**config.mk**
```make
export PLATFORM = sky130hd
export DESIGN_NAME = dns_query_header_validator_core
export DESIGN_NICKNAME = d
export VERILOG_FILES = /design/src/rtl/dqhv_pkg.sv /design/src/rtl/dns_query_header_validator_core.sv
export SDC_FILE = /design/constraint.sdc
export NUM_CORES = 1
export LEC_CHECK = 0
export ABC_CLOCK_PERIOD_IN_PS = 10800
export BUFFER_PORTS_ARGS = -buffer_cell sky130_fd_sc_hd__buf_2
export CAP_MARGIN = 20
export CORE_MARGIN = 2
export CORE_UTILIZATION = 55
export DETAILED_ROUTE_END_ITERATION = 6
export PLACE_DENSITY = 0.8
export SKIP_LAST_GASP = 1
export SLEW_MARGIN = 30
export SYNTH_ARGS = -nofsm -noshare
export SYNTH_HDL_FRONTEND = slang
export SYNTH_SLANG_ARGS = --single-unit
```
**constraint.sdc**
```tcl
create_clock -name i_clk -period 10.8 [get_ports i_clk]
set_input_delay 2.16 -clock i_clk [delete_from_list [all_inputs] [get_ports i_clk]]
set_output_delay 2.16 -clock i_clk [all_outputs]
set_load 0.05 [all_outputs]
```
**src/rtl/dqhv_pkg.sv**
```systemverilog
// Types and constants shared by the DNS query header validator.
`default_nettype none

package dqhv_pkg;

    localparam int unsigned MAX_PACKET_BYTES = 512;
    localparam int unsigned MAX_NAME_CHARS   = 255;
    localparam int unsigned HEADER_BYTES     = 12;

    // Configuration register indexes
    localparam logic CFG_MAX_QUERY_TYPE       = 1'b0;
    localparam logic CFG_REQUIRED_QUERY_CLASS = 1'b1;

    // Error codes
    localparam logic [1:0] ERR_NONE   = 2'd0;
    localparam logic [1:0] ERR_FORMAT = 2'd2;
    localparam logic [1:0] ERR_COUNT  = 2'd3;

    // Verdict status codes
    localparam logic [1:0] ST_REQUEST_OK  = 2'd0;
    localparam logic [1:0] ST_RESPONSE_OK = 2'd1;
    localparam logic [1:0] ST_FORMAT_ERR  = 2'd2;
    localparam logic [1:0] ST_COUNT_ERR   = 2'd3;

    // Result kinds
    localparam logic KIND_CHAR    = 1'b0;
    localparam logic KIND_VERDICT = 1'b1;

    typedef struct packed {
        logic [7:0] packet_byte;
        logic       last_byte;
    } t_in;

    typedef struct packed {
        logic        item_kind;
        logic [7:0]  name_char;
        logic [1:0]  status;
        logic [15:0] query_id;
        logic [15:0] query_type;
        logic [15:0] query_class;
        logic [7:0]  qname_len;
        logic        recursion_desired;
    } t_out;

endpackage

`default_nettype wire

```
**src/rtl/dns_query_header_validator_core.sv**
```systemverilog
// DNS query header validator: header checks, question name and type/class parse.
//
// Usage:
//   Input channel (i_in_valid/o_in_ready/i_in_data) carries one message byte per
//   transfer, with last_byte set on the final byte. Output channel
//   (o_out_valid/i_out_ready/o_out_data) carries zero or one result per byte:
//   a lowercased name character (or dot separator), or on the final byte the
//   verdict with status, id, type, class, name length and RD bit.
//   Path: a byte lands in the input register when it is transferred in, and the
//   parse logic then loads its result from there into the output register.
//   Throughput: one byte per cycle while the output register is not stalled.
//   Stall: while a result waits in the output register and i_out_ready is low,
//   one more byte is held in the input register and then o_in_ready drops.
//   Reset (i_rst_n low, synchronous) empties both registers, returns the parser
//   to the header phase and loads the configuration defaults (max type 16,
//   class 1). Configuration writes (i_cfg_we) take effect on the next cycle and
//   must only be issued while the block is idle.
`default_nettype none

module dns_query_header_validator_core (
    input  wire logic           i_clk,
    input  wire logic           i_rst_n,
    input  wire logic           i_in_valid,
    output      logic           o_in_ready,
    input  wire dqhv_pkg::t_in  i_in_data,
    output      logic           o_out_valid,
    input  wire logic           i_out_ready,
    output      dqhv_pkg::t_out o_out_data,
    input  wire logic           i_cfg_we,
    input  wire logic           i_cfg_index,
    input  wire logic [15:0]    i_cfg_data
);

    localparam logic [2:0] PH_HEADER    = 3'd0;
    localparam logic [2:0] PH_LEN       = 3'd1;
    localparam logic [2:0] PH_CHARS     = 3'd2;
    localparam logic [2:0] PH_TYPECLASS = 3'd3;
    localparam logic [2:0] PH_TAIL      = 3'd4;
    localparam logic [2:0] PH_OVERLONG  = 3'd5;

    localparam logic [9:0] POS_MAX      = 10'd1023;
    localparam logic [9:0] POS_OVER     = 10'(dqhv_pkg::MAX_PACKET_BYTES - 1);
    localparam logic [9:0] POS_HDR      = 10'(dqhv_pkg::HEADER_BYTES);
    localparam logic [8:0] NAME_LIMIT   = 9'(dqhv_pkg::MAX_NAME_CHARS);

    // configuration
    logic [15:0] r_max_qtype;
    logic [15:0] r_req_qclass;

    // input register
    logic           r_in_valid;
    dqhv_pkg::t_in  r_in;

    // output register
    logic           r_out_valid;
    dqhv_pkg::t_out r_out;

    // parse state
    logic [9:0]  r_pos,    n_pos;
    logic [2:0]  r_phase,  n_phase;
    logic [15:0] r_hshift, n_hshift;
    logic [15:0] r_id,     n_id;
    logic [15:0] r_flags,  n_flags;
    logic [6:0]  r_lrem,   n_lrem;
    logic [7:0]  r_ncount, n_ncount;
    logic        r_first,  n_first;
    logic [31:0] r_tc,     n_tc;
    logic [1:0]  r_err,    n_err;

    logic           out_free;
    logic           proc_go;
    logic           res_valid;
    dqhv_pkg::t_out res;

    logic [7:0]  b;
    logic        last;
    logic        query;
    logic        alnum;
    logic        upper;
    logic [15:0] hs;
    logic [6:0]  lr;
    logic [8:0]  ncount_inc;
    logic        emit;
    logic [7:0]  ch;
    logic [1:0]  st;

    assign out_free    = !r_out_valid || i_out_ready;
    assign proc_go     = r_in_valid && out_free;
    assign o_in_ready  = !r_in_valid || out_free;
    assign o_out_valid = r_out_valid;
    assign o_out_data  = r_out;

    always_comb begin
        b          = r_in.packet_byte;
        last       = r_in.last_byte;
        query      = !r_flags[15];
        upper      = (b >= 8'h41) && (b <= 8'h5a);
        alnum      = ((b >= 8'h30) && (b <= 8'h39)) || upper ||
                     ((b >= 8'h61) && (b <= 8'h7a));
        hs         = {r_hshift[7:0], b};
        lr         = r_lrem + 7'd1;
        ncount_inc = {1'b0, r_ncount} + 9'd1;
        emit       = 1'b0;
        ch         = 8'h00;
        st         = dqhv_pkg::ST_REQUEST_OK;

        n_pos    = r_pos;
        n_phase  = r_phase;
        n_hshift = r_hshift;
        n_id     = r_id;
        n_flags  = r_flags;
        n_lrem   = r_lrem;
        n_ncount = r_ncount;
        n_first  = r_first;
        n_tc     = r_tc;
        n_err    = r_err;

        if (r_phase != PH_OVERLONG && r_pos >= POS_OVER && !last) begin
            n_phase = PH_OVERLONG;
        end

        unique case (n_phase)
            PH_HEADER: begin
                n_hshift = hs;
                if (r_pos == 10'd1) begin
                    n_id = hs;
                end else if (r_pos == 10'd3) begin
                    n_flags = hs;
                    // Z bit, then opcode of 2 or more
                    if (hs[6] || hs[14:11] >= 4'd2) begin
                        n_err = dqhv_pkg::ERR_FORMAT;
                    end
                end else if (r_pos == 10'd5) begin
                    if (hs != 16'd1 && n_err == dqhv_pkg::ERR_NONE) begin
                        n_err = dqhv_pkg::ERR_COUNT;
                    end
                end else if (r_pos == 10'd7 || r_pos == 10'd9) begin
                    if (query && hs != 16'd0 && n_err == dqhv_pkg::ERR_NONE) begin
                        n_err = dqhv_pkg::ERR_COUNT;
                    end
                end else if (r_pos == 10'd11) begin
                    if (query && r_flags[3:0] != 4'd0 && n_err == dqhv_pkg::ERR_NONE) begin
                        n_err = dqhv_pkg::ERR_FORMAT;
                    end
                    n_phase = (n_err != dqhv_pkg::ERR_NONE) ? PH_TAIL : PH_LEN;
                end
            end
            PH_LEN: begin
                if (b == 8'h00) begin
                    n_lrem  = 7'd0;
                    n_phase = PH_TYPECLASS;
                end else if (b[7] || (!r_first && ncount_inc > NAME_LIMIT)) begin
                    if (n_err == dqhv_pkg::ERR_NONE) begin
                        n_err = dqhv_pkg::ERR_FORMAT;
                    end
                    n_phase = PH_TAIL;
                end else begin
                    if (!r_first) begin
                        emit     = 1'b1;
                        ch       = 8'h2e;
                        n_ncount = ncount_inc[7:0];
                    end
                    n_first = 1'b0;
                    n_lrem  = b[6:0];
                    n_phase = PH_CHARS;
                end
            end
            PH_CHARS: begin
                if (!alnum || ncount_inc > NAME_LIMIT) begin
                    if (n_err == dqhv_pkg::ERR_NONE) begin
                        n_err = dqhv_pkg::ERR_FORMAT;
                    end
                    n_phase = PH_TAIL;
                end else begin
                    emit     = 1'b1;
                    ch       = upper ? (b + 8'h20) : b;
                    n_ncount = ncount_inc[7:0];
                    n_lrem   = r_lrem - 7'd1;
                    if (r_lrem == 7'd1) begin
                        n_phase = PH_LEN;
                    end
                end
            end
            PH_TYPECLASS: begin
                n_tc   = {r_tc[23:0], b};
                n_lrem = lr;
                if (lr >= 7'd4) begin
                    if ((n_tc[31:16] > r_max_qtype || n_tc[15:0] != r_req_qclass) &&
                        n_err == dqhv_pkg::ERR_NONE) begin
                        n_err = dqhv_pkg::ERR_FORMAT;
                    end
                    n_phase = PH_TAIL;
                end
            end
            default: begin
            end
        endcase

        n_pos = (r_pos < POS_MAX) ? (r_pos + 10'd1) : POS_MAX;

        priority if (n_phase == PH_OVERLONG || r_pos < POS_HDR) begin
            st = dqhv_pkg::ST_FORMAT_ERR;
        end else if (n_err != dqhv_pkg::ERR_NONE) begin
            st = n_err;
        end else if (n_phase != PH_TAIL) begin
            st = dqhv_pkg::ST_FORMAT_ERR;
        end else begin
            st = n_flags[15] ? dqhv_pkg::ST_RESPONSE_OK : dqhv_pkg::ST_REQUEST_OK;
        end

        res       = '0;
        res_valid = last || emit;
        if (last) begin
            res.item_kind         = dqhv_pkg::KIND_VERDICT;
            res.status            = st;
            res.query_id          = n_id;
            res.query_type        = n_tc[31:16];
            res.query_class       = n_tc[15:0];
            res.qname_len         = n_ncount;
            res.recursion_desired = n_flags[8];
            // message done: back to the header phase
            n_pos    = 10'd0;
            n_phase  = PH_HEADER;
            n_hshift = 16'd0;
            n_id     = 16'd0;
            n_flags  = 16'd0;
            n_lrem   = 7'd0;
            n_ncount = 8'd0;
            n_first  = 1'b1;
            n_tc     = 32'd0;
            n_err    = dqhv_pkg::ERR_NONE;
        end else begin
            res.item_kind = dqhv_pkg::KIND_CHAR;
            res.name_char = ch;
        end
    end

    always_ff @(posedge i_clk) begin
        if (!i_rst_n) begin
            r_max_qtype  <= 16'd16;
            r_req_qclass <= 16'd1;
        end else if (i_cfg_we) begin
            unique case (i_cfg_index)
                dqhv_pkg::CFG_MAX_QUERY_TYPE:       r_max_qtype  <= i_cfg_data;
                dqhv_pkg::CFG_REQUIRED_QUERY_CLASS: r_req_qclass <= i_cfg_data;
                default: begin
                end
            endcase
        end
    end

    always_ff @(posedge i_clk) begin
        if (!i_rst_n) begin
            r_in_valid <= 1'b0;
        end else if (o_in_ready) begin
            r_in_valid <= i_in_valid;
        end
    end

    always_ff @(posedge i_clk) begin
        if (o_in_ready && i_in_valid) begin
            r_in <= i_in_data;
        end
    end

    always_ff @(posedge i_clk) begin
        if (!i_rst_n) begin
            r_out_valid <= 1'b0;
        end else if (out_free) begin
            r_out_valid <= proc_go && res_valid;
        end
    end

    always_ff @(posedge i_clk) begin
        if (proc_go && res_valid) begin
            r_out <= res;
        end
    end

    always_ff @(posedge i_clk) begin
        if (!i_rst_n) begin
            r_pos    <= 10'd0;
            r_phase  <= PH_HEADER;
            r_hshift <= 16'd0;
            r_id     <= 16'd0;
            r_flags  <= 16'd0;
            r_lrem   <= 7'd0;
            r_ncount <= 8'd0;
            r_first  <= 1'b1;
            r_tc     <= 32'd0;
            r_err    <= dqhv_pkg::ERR_NONE;
        end else if (proc_go) begin
            r_pos    <= n_pos;
            r_phase  <= n_phase;
            r_hshift <= n_hshift;
            r_id     <= n_id;
            r_flags  <= n_flags;
            r_lrem   <= n_lrem;
            r_ncount <= n_ncount;
            r_first  <= n_first;
            r_tc     <= n_tc;
            r_err    <= n_err;
        end
    end

endmodule

`default_nettype wire

```
==> impl_results.md <==
* GPL Wtd Cong at 0.945
* Setup Crit Path Kind: in2out
* Final Hold Vio Count at 0
* Leakage power at 4.34 nW
* CP max stage delay at 0.23 ns
* Diodes inserted at 0
* Max Cap Viol at 0
* CP max-delay cell: buf_2
* Final setup margin at 5.98 ns
* Max rail drop VDD at 0.000108 V
* First-pass GRT wire length at 43,000 µm
* Top delay family on crit path: buffers and inverters
* GRT Util Overall at 0.265
* Vias in the first global route at 8,193
* Io pins at 101
* Most Frequent Cell on Critical Path: buf_2
* DP HPWL at 17,400 µm
* CP Launch Type: primary input
* Crit path required time at 8.64 ns
* Core footprint at 18,600 µm²
* WL per Instance at 18.1 µm
* CTS tree: done
* Largest family of logic cells by synthesized area: simple AND/OR/NAND/NOR gates
* Post-synthesis mux area share at 0.00479
* CP Buf/Inv Count at 2
* Slew headroom at 0.361
* Grt ovf at 0
* Synthesis Warnings at 0
* Post-synthesis sequential area ratio at 0.465
* Reg clk slew, reported paths at 0.06 ns
* TritonCTS sink count at 204
* Net count, final at 1,298
* Clock Skews at 0.00932 ns
* Total CTS buffers at 22
* Layout cell share with drive strength beyond 1 at 0.136
* Synth area leader: dfxtp_1
* Mapped cell area at 10,400 µm²
* Ys flop type: dfxtp_1
* Synth Register Bits at 204
* Final Max Tran Viols at 0
* Multi-input logic area at 5110 µm²
* Final period utilization at 0.447
* Detailed Route WL at 27,100 µm
* Via/cell ratio at 6.14
* Drt first-iter violations at 1,086
* Initial Util at 0.560
* Synth top area share at 0.243
* # rows at 50
* Syn Area/Cell at 8.71 µm²
* Post-Synth XOR/XNOR Area at 0.0193
* Die height at 142 µm
* Crit-path cells: buf_2 -> nand3b_1 -> buf_2
* Ranking of synthesized cells by area: dfxtp_1, edfxtp_1, nand2_1
* Worst hold path type: reg2reg
* Post-CTS Setup Bufs at 0
* Post-synthesis compound-gate area fraction at 0.212
* Cts repair resizes at 0
* Die Area at 20,100 µm²
* Post-placement cell count at 1,452
* CP arrival at 2.66 ns
* Post-route DRC at 0
* Final Power at 1.72 mW
* Register Area at 4850 µm²
* Final Setup Violations at 0
* Post-layout min period at 4.82 ns
* Worst hold margin at 0.466 ns
* Status: finished, final reports clean
* Fmax at 207 MHz
* Initial antenna violation count at 0
* Area growth syn-to-layout at 12.3%
* Port bufs at 100
* Synth Net Count at 1,256
* RSZ-0062 raised after global routing: false
* Router iterations before antenna repair at 6
* Synth Area in Adders at 0.0299
* Die X at 142 µm
* Post-place setup slack at 5.98 ns
* Htree depth at 1
* Finished Layout Cells at 1,492
* P per Cell Area at 146 nW/µm²
* Largest net degree at the start of global routing at 133
* Hold-fix buffers at CTS at 0
* CTS Buffer Depth at 3
* Final ANT Viol Nets at 0
* Synth Area in Simple Gates at 0.222
* Async S/R FF share, synth at 0
* Via count at 9,156
* Number of flops mapped to enable cells by yosys at 77
* Worst Setup End Kind: output pin
* Crit Path Max Fanout at 3
* Post-Route Setup TNS at 0 ns
* Netlist cell types at 70
* Worst Tran Pin Value at 0.959 ns
* Worst-Skew Late Latency at 0.50 ns
* Fillers at 1,543
* Syn Inst Count at 1,200
* Clock root cell: clkbuf_16
## worst paths after layout
kind / from / to / slack, ns / cells past startpoint
max reg2reg: r_ncount[0] / o_out_data[34] / 6.57 / 10
min reg2reg: r_max_qtype[5] / r_max_qtype[5] / 0.47 / 2
max: i_out_ready / o_in_ready / 5.98 / 3
min: r_max_qtype[5] / r_max_qtype[5] / 0.47 / 2
## placed cells by master (no fill, tap or decap), types with 6 or more instances in the layout
master     netlist  layout
a211oi_1         9       9
clkbuf_16        0      23
a22oi_1         48      48
buf_4            0      11
nand2_1        234     233
and3_1          13      13
nor2_1          47      46
inv_1           32      31
buf_2            5     100
o221a_2          6       6
a31oi_1         13      13
dfxtp_1        127     127
nand4_1          6       6
o21ai_0         54      54
o211ai_1         7       7
a21boi_0        51      51
nor4_1          15      15
edfxtp_1        77      77
or3_1            6       6
nand3_1         26      26
a21oi_1         89      87
xor2_1          19      19
nand2b_1         7       7
ha_1            25      25
nor3_1          16      16
nor2b_1         46      45
and2_1          42      42
## layer usage
metal,routed length (µm),track usage,up-vias,share of wire
li1,-,-,4351,-
met2,11900,0.399,427,0.44
met1,12200,0.391,4320,0.45
met5,0,0,-,0
met4,662,0.0858,0,0.024
met3,2210,0.0429,58,0.082
## cell usage after synthesis (all sizes together) (7+ instances only)
| cell type | count |
|---|---|
| nand2 | 234 |
| dfxtp | 127 |
| a21oi | 90 |
| clkbuf | 81 |
| edfxtp | 77 |
| o21ai | 55 |
| a21boi | 53 |
| a22oi | 48 |
| nor2 | 48 |
| nor2b | 46 |
| and2 | 42 |
| inv | 33 |
| nand3 | 26 |
| ha | 25 |
| xor2 | 19 |
| nor3 | 16 |
| nor4 | 15 |
| a31oi | 13 |
| and3 | 13 |
| buf | 13 |
| a211oi | 10 |
| nand2b | 7 |
| o211ai | 7 |
## power by group
part / internal (mW) / switching [mW] / total (mW) / leakage (nW)
clock: 0.480 / 0.301 / 0.781 / 0.374
sequential: 0.811 / 0.0172 / 0.828 / 1.80
combinational: 0.0316 / 0.0755 / 0.107 / 2.16
## area by class of cell
cell class	count	area share
Multi-Input combinational cell	869	0.436
Sequential cell	204	0.414
Clock buffer	29	0.0535
Timing Repair Buffer	112	0.0506
Tap cell	234	0.0249
Clock inverter	11	0.0111
Inverter	33	0.0106
## kinds of logic (layout without fill, tap and decap cells)
| family | count (synthesis) | after routing |
|---|---|---|
| AOI/OAI and AO/OA | 334 | 334 |
| xor gates and xnor gates | 23 | 23 |
| adders and majority gates | 25 | 25 |
| buffers and inverters | 127 | 185 |
| DFF | 204 | 204 |
| muxes | 5 | 5 |
| and+or+nand+nor | 482 | 482 |
## tightest hold or removal path, cell delays in order, from the launching register on
cell	delay [ns]
dfxtp_1	0.31
nand2_1	0.05
a21boi_0	0.06
## registers in the layout (all words and copies together) (netlist names)
signal	count
r_hshift	8
r_max_qtype	16
r_id	16
r_flags	6
r_tc	32
last	1
r_req_qclass	16
r_pos	10
b	8
r_ncount	8
o_out_valid	1
r_err	2
r_first	1
o_out_data	68
r_in_valid	1
r_phase	3
r_lrem	7
## per-stage QoR
stage	util	cell area, µm²
after floorplan	-	10400
final	0.630	11700
after CTS	0.629	11700
after detailed placement	0.589	11000
after global routing	0.630	11700
after global placement	0.588	11000
(Power assumes the default switching activity.)
